==> src/sv/stdr_pkg.sv <==
// stdr_pkg: shared types, register codes and defaults of the subframe timing decoder
// no dependencies; used by stdr_color_bank, the decoder unit and the bench
`default_nettype none

package stdr_pkg;

   // table depth default
   localparam int NUM_SUBFRAMES_DEF = 10;

   // command codes
   localparam logic CMD_WRITE = 1'b0;
   localparam logic CMD_READ  = 1'b1;

   // register map
   localparam logic [7:0] REG_SUBFRAME_TOTAL = 8'h77;
   localparam logic [7:0] REG_FRC_COLOR0     = 8'h78;
   localparam logic [7:0] REG_FRC_COLOR1     = 8'h79;
   localparam logic [7:0] REG_FRC_COLOR2     = 8'h7A;
   localparam logic [7:0] REG_FRC_PTR        = 8'h7B;
   localparam logic [7:0] REG_FRC_LO         = 8'h7C;
   localparam logic [7:0] REG_FRC_HI         = 8'h7D;
   localparam logic [7:0] REG_LED_COLOR0     = 8'hC0;
   localparam logic [7:0] REG_LED_COLOR1     = 8'hC1;
   localparam logic [7:0] REG_LED_COLOR2     = 8'hC2;
   localparam logic [7:0] REG_LED_PTR        = 8'hC3;
   localparam logic [7:0] REG_LED_LO         = 8'hC4;
   localparam logic [7:0] REG_LED_HI         = 8'hC5;

   // color register groups: four colors per byte
   localparam logic [1:0] GRP_LOW  = 2'd0;
   localparam logic [1:0] GRP_MID  = 2'd1;
   localparam logic [1:0] GRP_HIGH = 2'd2;

   // one table line as held in the line memories
   typedef struct packed {
      logic [15:0] first_row;
      logic [15:0] last_row;
   } line_type;

   localparam int LINE_W = $bits(line_type);

   // color byte write toward a color register bank
   typedef struct packed {
      logic       wr_en;
      logic [1:0] group;
      logic [7:0] value;
   } color_wr_type;

   // sequencer states
   typedef enum logic [1:0] {
      ST_IDLE = 2'b01,
      ST_EXEC = 2'b10
   } state_type;

endpackage

`default_nettype wire

==> src/sv/stdr_line_ram.sv <==
// stdr_line_ram: one-read one-write line memory with registered read data
// per-entry valid bits make unwritten entries read as zero; does not depend on stdr_pkg
`default_nettype none

module stdr_line_ram #(
   parameter int DEPTH = 10,
   parameter int AW    = 4,
   parameter int WIDTH = 32
) (
   input  wire logic             clock,
   input  wire logic             reset,
   input  wire logic             rd_en,
   input  wire logic [AW-1:0]    rd_addr,
   output logic      [WIDTH-1:0] rd_data,
   input  wire logic             wr_en,
   input  wire logic [AW-1:0]    wr_addr,
   input  wire logic [WIDTH-1:0] wr_data
);

   logic [WIDTH-1:0] mem [DEPTH];
   logic [DEPTH-1:0] vld_ff;
   logic [WIDTH-1:0] rd_data_ff;

   // storage array, no reset
   always_ff @(posedge clock) begin
      if (wr_en) begin
         mem[wr_addr] <= wr_data;
      end
   end

   // valid bits cleared at reset
   always_ff @(posedge clock) begin
      if (reset) begin
         vld_ff <= '0;
      end else if (wr_en) begin
         vld_ff[wr_addr] <= 1'b1;
      end
   end

   // registered read, held while no read is issued
   always_ff @(posedge clock) begin
      if (rd_en) begin
         rd_data_ff <= vld_ff[rd_addr] ? mem[rd_addr] : '0;
      end
   end

   assign rd_data = rd_data_ff;

endmodule

`default_nettype wire

==> src/sv/stdr_color_bank.sv <==
// stdr_color_bank: 2-bit subframe colors, written four to a byte, read at one index
// depends on stdr_pkg (color_wr_type)
`default_nettype none

module stdr_color_bank #(
   parameter int DEPTH = 10,
   parameter int AW    = 4
) (
   input  wire logic                  clock,
   input  wire logic                  reset,
   input  wire stdr_pkg::color_wr_type wr,
   input  wire logic [AW-1:0]         rd_index,
   output logic      [1:0]            rd_color
);

   logic [1:0] color_ff [DEPTH];

   // each entry takes its lane of the byte when its group is written
   for (genvar e = 0; e < DEPTH; e++) begin : g_entry
      always_ff @(posedge clock) begin
         if (reset) begin
            color_ff[e] <= 2'd0;
         end else if (wr.wr_en && (wr.group == 2'(e / 4))) begin
            color_ff[e] <= wr.value[2*(e%4) +: 2];
         end
      end
   end

   // read port, zero beyond the table
   assign rd_color = ({1'b0, rd_index} < (AW+1)'(DEPTH)) ? color_ff[rd_index] : 2'd0;

endmodule

`default_nettype wire

==> src/sv/subframe_timing_register_decoder_unit.sv <==
// subframe_timing_register_decoder_unit: register decode, line commit and entry readback
// depends on stdr_pkg, stdr_line_ram and stdr_color_bank
//
// Usage: items arrive on the req_ channel (valid/ready). A write item
// (req_command = 0) updates one register of the subframe timing map and gives no
// result; a read item (req_command = 1) returns the count and one entry of both
// the color-field and LED tables as one beat on the rsp_ channel.
// Each item is handled in turn: the accept edge issues the line memory read
// (the entry needed for a commit, or the entry being read back), and the execute
// state then modifies and writes back or loads the result register. The line
// memories have a registered read, so the block takes a new item only after the
// last one has left its execute state. A read result is loaded into an output
// register in the execute state and held there, so the next item is taken
// while it waits. Only if a second read finds the result register still full
// does the block stall until rsp_ready drains it.
// Reset clears the count, pointers, staging registers, colors and the line
// valid bits, so all tables read as zero right after reset; no clearing pass.
`default_nettype none

module subframe_timing_register_decoder_unit #(
   parameter int NUM_SUBFRAMES = stdr_pkg::NUM_SUBFRAMES_DEF
) (
   input  wire logic        clock,
   input  wire logic        reset,
   input  wire logic        req_valid,
   output logic             req_ready,
   input  wire logic        req_command,
   input  wire logic [7:0]  req_reg_addr,
   input  wire logic [7:0]  req_write_value,
   input  wire logic [3:0]  req_read_index,
   output logic             rsp_valid,
   input  wire logic        rsp_ready,
   output logic      [7:0]  rsp_count_out,
   output logic      [1:0]  rsp_frc_color_out,
   output logic      [15:0] rsp_frc_start_out,
   output logic      [15:0] rsp_frc_end_out,
   output logic      [1:0]  rsp_led_color_out,
   output logic      [15:0] rsp_led_start_out,
   output logic      [15:0] rsp_led_end_out,
   output logic             rsp_index_ok
);

   localparam int AW = (NUM_SUBFRAMES > 1) ? $clog2(NUM_SUBFRAMES) : 1;
   localparam logic [7:0] DEPTH8 = 8'(NUM_SUBFRAMES);

   // sequencer and latched item
   stdr_pkg::state_type state_ff, state_in;
   logic       cmd_ff;
   logic [7:0] addr_ff;
   logic [7:0] value_ff;
   logic [3:0] index_ff;

   // register state
   logic [7:0]  total_ff, total_in;
   logic [7:0]  frc_ptr_ff, frc_ptr_in;
   logic [15:0] frc_stage_ff, frc_stage_in;
   logic [7:0]  led_ptr_ff, led_ptr_in;
   logic [15:0] led_stage_ff, led_stage_in;

   // result register
   logic        rsp_valid_ff, rsp_valid_in;
   logic [7:0]  count_ff;
   logic [1:0]  frc_color_ff, led_color_ff;
   logic [15:0] frc_start_ff, frc_end_ff, led_start_ff, led_end_ff;
   logic        index_ok_ff;

   // memory and bank connections
   logic                    accept;
   logic                    frc_rd_en, led_rd_en;
   logic [AW-1:0]           frc_rd_addr, led_rd_addr;
   logic [stdr_pkg::LINE_W-1:0] frc_rd_raw, led_rd_raw;
   stdr_pkg::line_type      frc_rd, led_rd, frc_wr, led_wr;
   logic                    frc_wr_en, led_wr_en;
   logic [7:0]              ptr_prev;
   logic [7:0]              led_entry;
   logic                    rd_in_range, exec_in_range;
   logic                    exec_write, exec_read, rsp_free;
   stdr_pkg::color_wr_type  frc_cw, led_cw;
   logic [1:0]              frc_color_rd, led_color_rd;

   assign accept    = req_valid && req_ready;
   assign req_ready = (state_ff == stdr_pkg::ST_IDLE);

   // read address at accept: commit source line or readback entry
   assign ptr_prev    = frc_ptr_ff - 8'd1;
   assign led_entry   = {1'b0, led_ptr_ff[7:1]};
   assign rd_in_range = ({4'd0, req_read_index} < DEPTH8);

   always_comb begin
      frc_rd_en   = 1'b0;
      led_rd_en   = 1'b0;
      frc_rd_addr = req_read_index[AW-1:0];
      led_rd_addr = req_read_index[AW-1:0];
      if (accept) begin
         if (req_command == stdr_pkg::CMD_READ) begin
            frc_rd_en = rd_in_range;
            led_rd_en = rd_in_range;
         end else begin
            if (req_reg_addr == stdr_pkg::REG_FRC_HI && frc_ptr_ff < DEPTH8) begin
               frc_rd_en   = 1'b1;
               frc_rd_addr = (frc_ptr_ff == 8'd0) ? '0 : ptr_prev[AW-1:0];
            end
            if (req_reg_addr == stdr_pkg::REG_LED_HI && led_entry < DEPTH8) begin
               led_rd_en   = 1'b1;
               led_rd_addr = led_entry[AW-1:0];
            end
         end
      end
   end

   stdr_line_ram #(
      .DEPTH (NUM_SUBFRAMES),
      .AW    (AW),
      .WIDTH (stdr_pkg::LINE_W)
   ) u_frc_ram (
      .clock   (clock),
      .reset   (reset),
      .rd_en   (frc_rd_en),
      .rd_addr (frc_rd_addr),
      .rd_data (frc_rd_raw),
      .wr_en   (frc_wr_en),
      .wr_addr (frc_ptr_ff[AW-1:0]),
      .wr_data (frc_wr)
   );

   stdr_line_ram #(
      .DEPTH (NUM_SUBFRAMES),
      .AW    (AW),
      .WIDTH (stdr_pkg::LINE_W)
   ) u_led_ram (
      .clock   (clock),
      .reset   (reset),
      .rd_en   (led_rd_en),
      .rd_addr (led_rd_addr),
      .rd_data (led_rd_raw),
      .wr_en   (led_wr_en),
      .wr_addr (led_entry[AW-1:0]),
      .wr_data (led_wr)
   );

   assign frc_rd = stdr_pkg::line_type'(frc_rd_raw);
   assign led_rd = stdr_pkg::line_type'(led_rd_raw);

   // execute cycle decode
   assign exec_write    = (state_ff == stdr_pkg::ST_EXEC) && (cmd_ff == stdr_pkg::CMD_WRITE);
   assign exec_read     = (state_ff == stdr_pkg::ST_EXEC) && (cmd_ff == stdr_pkg::CMD_READ);
   assign rsp_free      = !rsp_valid_ff || rsp_ready;
   assign exec_in_range = ({4'd0, index_ff} < DEPTH8);

   // color byte writes
   always_comb begin
      frc_cw.wr_en = 1'b0;
      frc_cw.group = stdr_pkg::GRP_LOW;
      frc_cw.value = value_ff;
      led_cw.wr_en = 1'b0;
      led_cw.group = stdr_pkg::GRP_LOW;
      led_cw.value = value_ff;
      if (exec_write) begin
         case (addr_ff)
            stdr_pkg::REG_FRC_COLOR0: begin
               frc_cw.wr_en = 1'b1;
               frc_cw.group = stdr_pkg::GRP_LOW;
            end
            stdr_pkg::REG_FRC_COLOR1: begin
               frc_cw.wr_en = 1'b1;
               frc_cw.group = stdr_pkg::GRP_MID;
            end
            stdr_pkg::REG_FRC_COLOR2: begin
               frc_cw.wr_en = 1'b1;
               frc_cw.group = stdr_pkg::GRP_HIGH;
            end
            stdr_pkg::REG_LED_COLOR0: begin
               led_cw.wr_en = 1'b1;
               led_cw.group = stdr_pkg::GRP_LOW;
            end
            stdr_pkg::REG_LED_COLOR1: begin
               led_cw.wr_en = 1'b1;
               led_cw.group = stdr_pkg::GRP_MID;
            end
            stdr_pkg::REG_LED_COLOR2: begin
               led_cw.wr_en = 1'b1;
               led_cw.group = stdr_pkg::GRP_HIGH;
            end
            default: begin
            end
         endcase
      end
   end

   stdr_color_bank #(
      .DEPTH (NUM_SUBFRAMES),
      .AW    (AW)
   ) u_frc_color (
      .clock    (clock),
      .reset    (reset),
      .wr       (frc_cw),
      .rd_index (index_ff[AW-1:0]),
      .rd_color (frc_color_rd)
   );

   stdr_color_bank #(
      .DEPTH (NUM_SUBFRAMES),
      .AW    (AW)
   ) u_led_color (
      .clock    (clock),
      .reset    (reset),
      .wr       (led_cw),
      .rd_index (index_ff[AW-1:0]),
      .rd_color (led_color_rd)
   );

   // register updates, commits and line write-back
   always_comb begin
      total_in     = total_ff;
      frc_ptr_in   = frc_ptr_ff;
      frc_stage_in = frc_stage_ff;
      led_ptr_in   = led_ptr_ff;
      led_stage_in = led_stage_ff;
      frc_wr_en    = 1'b0;
      led_wr_en    = 1'b0;
      frc_wr       = frc_rd;
      led_wr       = led_rd;
      if (exec_write) begin
         case (addr_ff)
            stdr_pkg::REG_SUBFRAME_TOTAL: total_in = value_ff;
            stdr_pkg::REG_FRC_PTR: frc_ptr_in = value_ff;
            stdr_pkg::REG_FRC_LO:  frc_stage_in = {frc_stage_ff[15:8], value_ff};
            stdr_pkg::REG_FRC_HI: begin
               frc_stage_in = {value_ff, frc_stage_ff[7:0]};
               frc_ptr_in   = frc_ptr_ff + 8'd1;
               frc_wr_en    = (frc_ptr_ff < DEPTH8);
               // entry 0 keeps its start, others chain from the previous end
               frc_wr.first_row = (frc_ptr_ff == 8'd0) ? frc_rd.first_row
                                                       : frc_rd.last_row;
               frc_wr.last_row  = frc_wr.first_row + frc_stage_in;
            end
            stdr_pkg::REG_LED_PTR: led_ptr_in = value_ff;
            stdr_pkg::REG_LED_LO:  led_stage_in = {led_stage_ff[15:8], value_ff};
            stdr_pkg::REG_LED_HI: begin
               led_stage_in = {value_ff, led_stage_ff[7:0]};
               led_ptr_in   = led_ptr_ff + 8'd1;
               led_wr_en    = (led_entry < DEPTH8);
               // odd pointer writes the end line, even the start line
               if (led_ptr_ff[0]) begin
                  led_wr.last_row = led_stage_in;
               end else begin
                  led_wr.first_row = led_stage_in;
               end
            end
            default: begin
            end
         endcase
      end
   end

   // sequencer
   always_comb begin
      state_in     = state_ff;
      rsp_valid_in = rsp_valid_ff;
      if (rsp_valid_ff && rsp_ready) begin
         rsp_valid_in = 1'b0;
      end
      case (state_ff)
         stdr_pkg::ST_IDLE: begin
            if (accept) begin
               state_in = stdr_pkg::ST_EXEC;
            end
         end
         stdr_pkg::ST_EXEC: begin
            if (exec_write) begin
               state_in = stdr_pkg::ST_IDLE;
            end else if (rsp_free) begin
               state_in     = stdr_pkg::ST_IDLE;
               rsp_valid_in = 1'b1;
            end
         end
         default: begin
            state_in = stdr_pkg::ST_IDLE;
         end
      endcase
   end

   // control registers
   always_ff @(posedge clock) begin
      if (reset) begin
         state_ff     <= stdr_pkg::ST_IDLE;
         rsp_valid_ff <= 1'b0;
         total_ff     <= '0;
         frc_ptr_ff   <= '0;
         frc_stage_ff <= '0;
         led_ptr_ff   <= '0;
         led_stage_ff <= '0;
      end else begin
         state_ff     <= state_in;
         rsp_valid_ff <= rsp_valid_in;
         total_ff     <= total_in;
         frc_ptr_ff   <= frc_ptr_in;
         frc_stage_ff <= frc_stage_in;
         led_ptr_ff   <= led_ptr_in;
         led_stage_ff <= led_stage_in;
      end
   end

   // latched item fields
   always_ff @(posedge clock) begin
      if (accept) begin
         cmd_ff   <= req_command;
         addr_ff  <= req_reg_addr;
         value_ff <= req_write_value;
         index_ff <= req_read_index;
      end
   end

   // result register load
   always_ff @(posedge clock) begin
      if (exec_read && rsp_free) begin
         count_ff     <= total_ff;
         index_ok_ff  <= exec_in_range;
         frc_color_ff <= exec_in_range ? frc_color_rd : 2'd0;
         led_color_ff <= exec_in_range ? led_color_rd : 2'd0;
         frc_start_ff <= exec_in_range ? frc_rd.first_row : 16'd0;
         frc_end_ff   <= exec_in_range ? frc_rd.last_row : 16'd0;
         led_start_ff <= exec_in_range ? led_rd.first_row : 16'd0;
         led_end_ff   <= exec_in_range ? led_rd.last_row : 16'd0;
      end
   end

   assign rsp_valid         = rsp_valid_ff;
   assign rsp_count_out     = count_ff;
   assign rsp_frc_color_out = frc_color_ff;
   assign rsp_frc_start_out = frc_start_ff;
   assign rsp_frc_end_out   = frc_end_ff;
   assign rsp_led_color_out = led_color_ff;
   assign rsp_led_start_out = led_start_ff;
   assign rsp_led_end_out   = led_end_ff;
   assign rsp_index_ok      = index_ok_ff;

endmodule

`default_nettype wire

==> config.mk <==
export PLATFORM = sky130hd
export DESIGN_NAME = subframe_timing_register_decoder_unit
export DESIGN_NICKNAME = d
export VERILOG_FILES = /design/src/sv/stdr_pkg.sv /design/src/sv/stdr_line_ram.sv /design/src/sv/stdr_color_bank.sv /design/src/sv/subframe_timing_register_decoder_unit.sv
export SDC_FILE = /design/constraint.sdc
export NUM_CORES = 1
export LEC_CHECK = 0
export ABC_AREA = 0
export BUFFER_PORTS_ARGS = -buffer_cell sky130_fd_sc_hd__buf_4
export CAP_MARGIN = 20
export CORE_MARGIN = 1
export CORE_UTILIZATION = 45
export CTS_BUF_LIST = sky130_fd_sc_hd__clkbuf_4
export DETAILED_ROUTE_END_ITERATION = 12
export PLACE_DENSITY = 0.58
export REMOVE_ABC_BUFFERS = 1
export SLEW_MARGIN = 25
export SYNTH_ARGS = -nofsm -noshare
export SYNTH_HDL_FRONTEND = slang
export SYNTH_SLANG_ARGS = --single-unit
==> constraint.sdc <==
create_clock -name clock -period 6.1 [get_ports clock]
set_clock_uncertainty 0.1 [all_clocks]
set_input_delay 1.22 -clock clock [delete_from_list [all_inputs] [get_ports clock]]
set_output_delay 1.22 -clock clock [all_outputs]
set_load 0.05 [all_outputs]
==> implementation parameters, run 1 <==
Parameter                              Value

Die
  Horizontal die dimension    288 µm
  Height of the die    about 290 µm
  Top-level port count    between 100 and 150
  Cell row count    104
  Area of the placeable core    0.0805 mm²
  Initial cell density of the core    45.6%
  Area enclosed by the die boundary    a little over 0.08 mm²

Setup path
  Type of destination of the critical path    register
  Reg-to-reg endpoint    u_frc_ram.mem[6][15]
  Reg-to-reg startpoint    frc_ptr_ff[0]
  Data required time at the worst endpoint    6750 ps
  Arrival time of the worst setup path    5620 ps
  Type of the worst setup path    reg -> reg
  Maximum fanout along the worst path    10
  Number of cells on the worst reg-to-reg path    16
  Worst reg-to-reg setup slack    1130 ps
  Kind of start point of the critical path    register

Synthesis
  Primary FF master, synth    sky130_fd_sc_hd__edfxtp_1
  Post-synthesis cell type count    60
  Main area contributors after synthesis    sky130_fd_sc_hd__edfxtp_1 69%, sky130_fd_sc_hd__mux4_2 8.5%, sky130_fd_sc_hd__mux2i_1 4.7%
  Average size of a mapped cell    17.3 µm²
  Number of storage elements in the synthesis netlist    approximately 910
  Number of flops mapped to enable cells by yosys    842
  Biggest area consumer among synthesized cells    sky130_fd_sc_hd__edfxtp_1
  Synth top area share    68.9%
  Total standard cell area after synthesis    0.0367 mm²
  Warning count from the yosys run    0
  Async S/R FF share, synth    0%
  Gate Count Post-Synth    2,117
  Seq/Total Area, Yosys    72.3%

Timing
  Worst slew pin tran    1010 ps
  Unrepaired setup endpoints after global routing    no
  Final Critical Period    4970 ps
  Remaining max-slew budget at the tightest pin    31.8%
  Final-report setup violation count    0
  Post-layout worst setup margin    1130 ps
  Final hold viol count    0
  Setup TNS    0 ps
  FMAX    around 200 MHz
  Max-slew violation count    0
  Final worst path period share    81.5%
  Worst hold margin    200 ps

CTS
  Number of buffers added by the clock tree synthesis step    225
  Number of hold-repair buffers added at the cts stage    0
  Number of post-CTS setup repair buffers    0
  Clk Latency, worst-skew pair    1100 ps
  Clock-pin transition on the worst setup and hold timing paths    70 ps
  CTS tree    yes
  Count of cells resized by post-cts repair    0
  H-tree Lvls    4
  Root cell of the clock tree    sky130_fd_sc_hd__clkbuf_4
  CTS sink cnt    905
  Clock Tree Buf Depth    3

Placement
  Worst slack at placement    995 ps
  Final GP Congestion    0.774
  Number of input and output port buffers inserted    103
  Cell area reported after detailed placement    0.0391 mm²
  Half-perimeter wire length of the detailed placement result    49,000 µm

Hold path
  Path type of the worst min-delay path    in -> reg
  Worst hold path endpoint    value_ff[1]
  Hold Crit Start    req_write_value[1]
  Number of cells on the worst hold path    1

Global route
  Met3 Resource Use GR    under 10%
  Layer with the highest usage    met2
  Met1 Usage GRT    29.1%
  Global-route wire length before repair    129,000 µm
  GRT overflow    0
  Antenna violations before repair    2
  Pin count of the biggest net entering global routing    75
  Met2 track demand over resource    35.2%
  Number of global-route vias before repair    20,687
  Total Routing Usage GR    21.6%

Power
  Total leakage power    14.8 nW
  Power per standard cell area    293 mW/mm²
  Peak supply drop    156 µV

Cells and area
  Number of inserted filler cells in the final layout    6,580
  Fraction of layout instances using a drive strength above 1    ~30%
  Commonest non-fill, non-tap cell in the layout    sky130_fd_sc_hd__edfxtp_1
  Final-stage net count    between 2,000 and 2,500
  Total area of multi-input combinational cells    0.00987 mm²
  Total area of sequential cells    around 0.027 mm²
  Top library cells by usage in the layout, fill and taps aside    842 x sky130_fd_sc_hd__edfxtp_1, 314 x sky130_fd_sc_hd__clkbuf_4, 171 x sky130_fd_sc_hd__nand2_1
  Area growth from synthesis to layout    14.3%
  Post-route cell area    around 0.042 mm²

Flow run
  Max-Cap Viols    0

Drt
  Post-DRT Antenna Nets    0
  Residual DRC count    0
  Average vias per placed instance    5.50
  Number of optimization iterations in the first detailed-route pass    7
  Routed wire length    87,600 µm
  Routed wire length per instance    ~24 µm
  Number of vias in the routed layout    ~20,000
  Detailed router's first-iteration violation count    between 1,500 and 2,000

Status
  Result of the run    finished, final reports clean
==> state kept, by name, summed over array words and instances, names as in the netlist, 4 cells and up <==
register,cells
u_led_ram.vld_ff,10
u_led_ram.mem,320
index_ff,4
rsp_led_end_out,16
rsp_led_start_out,16
led_ptr_ff,8
total_ff,8
frc_stage_ff,8
led_stage_ff,8
u_led_ram.rd_data,32
u_frc_ram.rd_data,32
rsp_count_out,8
frc_ptr_ff,8
addr_ff,8
rsp_frc_end_out,16
u_frc_color.color_ff,20
u_led_color.color_ff,20
u_frc_ram.mem,320
u_frc_ram.vld_ff,10
value_ff,8
rsp_frc_start_out,16
==> per-stage QoR <==
step	instances	power, mW	util, %
global placement	3225	7.46	48.5
CTS	3626	12.5	52.0
floorplan	2006	7.30	-
global route	3632	12.8	52.1
finish	3632	12.3	52.1
detailed placement	3226	7.47	48.5
==> cell type report <==
type                            instances  area share (%)
Tap cell                             1060            3.16
Clock buffer                          314            5.62
Inverter                                8          0.0716
Multi-Input combinational cell       1093            23.5
Clock inverter                         86            1.18
Antenna cell                            6          0.0358
Sequential cell                       905            63.3
Timing Repair Buffer                  160            3.09
==> worst max path at each step <==
stage,slack [ps],cells past startpoint,start,to
global route,760,16,frc_ptr_ff[0],u_frc_ram.mem[5][10]
CTS,1100,16,frc_ptr_ff[0],u_frc_ram.mem[5][12]
global placement,990,9,req_reg_addr[7],u_frc_ram.rd_data[13]
floorplan,-6730,8,req_reg_addr[3],u_led_ram.rd_data[0]
finish,1130,16,frc_ptr_ff[0],u_frc_ram.mem[6][15]
detailed placement,990,11,req_reg_addr[3],u_led_ram.rd_data[22]
==> cells by family (layout without fill, tap and decap cells) <==
logic type,Yosys count,count (layout),synth area share [%]
DFF,905,905,72.3
xor gates and xnor gates,13,13,0.310
buffers and inverters,119,568,1.39
and+or+nand+nor,563,563,7.80
muxes,379,379,15.4
AOI/OAI and AO/OA,115,115,1.96
other,0,6,0
adders and majority gates,23,23,0.805
==> cell usage after synthesis (9+ instances only) <==
| cell type | n |
|---|---|
| sky130_fd_sc_hd__mux4_2 | 139 |
| sky130_fd_sc_hd__clkbuf_1 | 69 |
| sky130_fd_sc_hd__nor2_1 | 102 |
| sky130_fd_sc_hd__o21ai_0 | 40 |
| sky130_fd_sc_hd__mux2i_1 | 173 |
| sky130_fd_sc_hd__and3_1 | 77 |
| sky130_fd_sc_hd__mux2_2 | 64 |
| sky130_fd_sc_hd__buf_2 | 28 |
| sky130_fd_sc_hd__nor3_1 | 18 |
| sky130_fd_sc_hd__nor3b_1 | 11 |
| sky130_fd_sc_hd__dfxtp_1 | 63 |
| sky130_fd_sc_hd__ha_1 | 22 |
| sky130_fd_sc_hd__and2_1 | 116 |
| sky130_fd_sc_hd__buf_1 | 10 |
| sky130_fd_sc_hd__a21oi_1 | 26 |
| sky130_fd_sc_hd__nand2_1 | 171 |
| sky130_fd_sc_hd__xor2_1 | 9 |
| sky130_fd_sc_hd__nand2b_1 | 12 |
| sky130_fd_sc_hd__nor2b_1 | 12 |
| sky130_fd_sc_hd__nand3_1 | 13 |
| sky130_fd_sc_hd__edfxtp_1 | 842 |
==> critical path: stages (launching register included) <==
cell and delay, ps:
sky130_fd_sc_hd__dfxtp_1 380, sky130_fd_sc_hd__inv_1 120, sky130_fd_sc_hd__ha_1 230, sky130_fd_sc_hd__nand2b_1 120, sky130_fd_sc_hd__nor3b_2 600, sky130_fd_sc_hd__buf_4 280, sky130_fd_sc_hd__mux2i_1 350, sky130_fd_sc_hd__inv_1 80
sky130_fd_sc_hd__ha_1 200, sky130_fd_sc_hd__a211oi_1 220, sky130_fd_sc_hd__a21o_1 170, sky130_fd_sc_hd__a31oi_1 190, sky130_fd_sc_hd__a211o_1 360, sky130_fd_sc_hd__a211o_1 290, sky130_fd_sc_hd__a41o_1 230, sky130_fd_sc_hd__a31oi_1 140
sky130_fd_sc_hd__a2bb2oi_1 600
==> power by group <==
part           leakage (nW)  switching, mW  internal, mW
registers              8.17         0.0289          6.77
clock network          1.68           2.45          2.52
logic                  4.92          0.322         0.206
==> layer usage <==
layer / wire (µm) / vias to the layer above
met2: 43100 / 582
met3: 4700 / 125
met4: 1580 / 0
li1: - / 8937
met5: 0 / -
met1: 38200 / 10350
Note: power is estimated with default switching activity, not from simulation.
==> run 2: changes to the inputs <==
PLACE_DENSITY = 0.6   (was 0.58)
clock period = 4.2 ns   (was 6.1 ns; I/O delays follow)
==> run 2 against run 1 <==
  * Flip-flop and latch count unchanged
  * Setup slack got worse by 930 ps
  * Clock power increased by 49%
  * Total power increased by 47%
  * Critical path type unchanged
  * Critical endpoint is now u_frc_ram.mem[7][15]
==> implementation parameters, run 2 (synthesized netlist as in run 1, its figures left out) <==
Parameter                              Value

Cells and area
  Number of inserted filler cells in the final layout    6,537
  Fraction of layout instances using a drive strength above 1    30.9%
  Area growth from synthesis to layout    16.5%
  Commonest non-fill, non-tap cell in the layout    sky130_fd_sc_hd__edfxtp_1
  Final-stage net count    roughly 2,500
  Top library cells by usage in the layout, fill and taps aside    842 x sky130_fd_sc_hd__edfxtp_1, 340 x sky130_fd_sc_hd__clkbuf_4, 171 x sky130_fd_sc_hd__nand2_1
  Top Registers    u_frc_ram.mem: 320 flops, u_led_ram.mem: 320 flops
  Final Core Density    53.1%
  Post-Layout Cell Count    3,686

Setup path
  Type of the worst setup path    reg -> reg
  Maximum fanout along the worst path    10
  Type of destination of the critical path    register
  Arrival time of the worst setup path    4820 ps
  Kind of start point of the critical path    register
  Data required time at the worst endpoint    5010 ps

Hold path
  Path type of the worst min-delay path    in -> reg

Placement
  Final GP Congestion    about 0.85
  Number of input and output port buffers inserted    just over 100
  Cell count after placement    3,260
  Half-perimeter wire length of the detailed placement result    49,800 µm

Drt
  Number of optimization iterations in the first detailed-route pass    5
  Post-DRT Antenna Nets    0
  Number of vias in the routed layout    around 20,000
  Routed wire length    between 80,000 and 90,000 µm
  Average vias per placed instance    5.48
  Residual DRC count    0
  Routed wire length per instance    between 20 and 25 µm
  Detailed router's first-iteration violation count    1,570

Die
  Height of the die    around 290 µm
  Area enclosed by the die boundary    0.0827 mm²
  Top-level port count    about 100
  Initial cell density of the core    around 46%
  Cell row count    between 100 and 150
  Area of the placeable core    between 0.08 and 0.09 mm²
  Horizontal die dimension    288 µm

CTS
  Clock Tree Buf Depth    3
  H-tree Lvls    4
  Root cell of the clock tree    sky130_fd_sc_hd__clkbuf_4
  Clock-pin transition on the worst setup and hold timing paths    70 ps
  Clk Latency, worst-skew pair    about 1100 ps
  Number of buffers added by the clock tree synthesis step    223
  CTS tree    yes
  CTS sink cnt    905

Timing
  Final-report setup violation count    0
  Final Critical Period    4000 ps
  Setup TNS    0 ps
  Worst slew pin tran    977 ps
  Final hold viol count    0
  Remaining max-slew budget at the tightest pin    34.2%
  FMAX    between 200 and 250 MHz
  Final worst path period share    95.3%
  Max-slew violation count    0
  Unrepaired setup endpoints after global routing    no

Power
  Power per standard cell area    423 mW/mm²
  Total leakage power    between 15 and 20 nW
  Peak supply drop    277 µV

Status
  Result of the run    finished, final reports clean

Global route
  Layer with the highest usage    met2
  Antenna violations before repair    3
  Number of global-route vias before repair    20,705
  Met1 Usage GRT    29.5%
  Met3 Resource Use GR    4.96%
  Met2 track demand over resource    33.2%
  Global-route wire length before repair    129,000 µm
  Pin count of the biggest net entering global routing    75
  Total Routing Usage GR    21.3%
  GRT overflow    0

Flow run
  Max-Cap Viols    0
run 2: cell count changes in the layout (fill, tap and decap cells not counted), sizes merged:
| cell | previous run | this run |
|---|---|---|
| buf | 160 | 195 |
| bufinv | 3 | 2 |
| clkbuf | 314 | 340 |
| clkinv | 74 | 46 |
| clkinvlp | 4 | 2 |
| diode | 6 | 3 |
| dlygate4sd3 | 0 | 22 |
| inv | 13 | 18 |
run 2: area by class of cell:
| cell class | count | area (µm²) | share of cell area, % |
|---|---|---|---|
| Sequential cell | 905 | 26500 | 62.1 |
| Inverter | 8 | 30.0 | 0.0703 |
| Multi-Input combinational cell | 1093 | 9860 | 23.1 |
| Timing Repair Buffer | 217 | 2040 | 4.78 |
| Clock buffer | 340 | 2550 | 5.97 |
| Clock inverter | 60 | 375 | 0.878 |
| Antenna cell | 3 | 7.51 | 0.0176 |
| Tap cell | 1060 | 1330 | 3.10 |
run 2: timing repair:
action | in CTS | in global routing
gates resized for setup | 4 | 6
buffers inserted | 1 | 0
gates cloned | 0 | 0
hold endpoints to repair | 22 | 0
hold buffers | 22 | 0
pin swaps | 1 | 0
setup endpoints to repair | 50 | 60
run 2: worst max-delay path, stage by stage (launching register included):
cell	delay (ps)
sky130_fd_sc_hd__dfxtp_1	320
sky130_fd_sc_hd__inv_1	80
sky130_fd_sc_hd__ha_2	220
sky130_fd_sc_hd__nand2b_1	90
sky130_fd_sc_hd__nor3b_2	190
sky130_fd_sc_hd__buf_4	170
sky130_fd_sc_hd__buf_4	230
sky130_fd_sc_hd__mux2_2	390
sky130_fd_sc_hd__ha_1	330
sky130_fd_sc_hd__a21oi_1	140
sky130_fd_sc_hd__o2bb2ai_1	120
sky130_fd_sc_hd__a31oi_1	110
sky130_fd_sc_hd__a211o_1	340
sky130_fd_sc_hd__a211o_1	290
sky130_fd_sc_hd__a41o_1	230
sky130_fd_sc_hd__a31oi_1	150
sky130_fd_sc_hd__a2bb2oi_1	170
sky130_fd_sc_hd__buf_4	180
run 2: report_power, final:
| group | switching (mW) | internal [mW] | leakage (nW) |
|---|---|---|---|
| sequential | 0.0512 | 9.84 | 8.17 |
| clock | 3.57 | 3.84 | 1.74 |
| combinational | 0.462 | 0.336 | 5.26 |
run 2: metrics by stage:
stage               setup slack (ps)  area (µm²)  hold WS (ps)  power (mW)
finish                           197       42700           236        18.1
global route                    9.50       42700           190        18.8
CTS                             30.3       42700           149        18.3
detailed placement              -109       39600           333        10.9
global placement               -21.7       39500           328        10.9
floorplan                      -8420       36200           308        10.6
run 2: worst paths after layout:
| kind | start | end | slack [ps] | depth (start not counted) |
|---|---|---|---|---|
| hold reg to reg | total_ff[4] | rsp_count_out[4] | 330 | 0 |
| hold / removal | reset | total_ff[5] | 240 | 2 |
| setup / recovery | frc_ptr_ff[1] | u_frc_ram.mem[7][15] | 200 | 17 |
| setup reg to reg | frc_ptr_ff[1] | u_frc_ram.mem[7][15] | 200 | 17 |
run 2: per-layer routing:
metal | vias to the layer above | share of wire [%]
met5 | - | 0
met4 | 0 | 2.1
met3 | 153 | 6.6
met2 | 666 | 47
met1 | 10359 | 44
li1 | 9030 | -
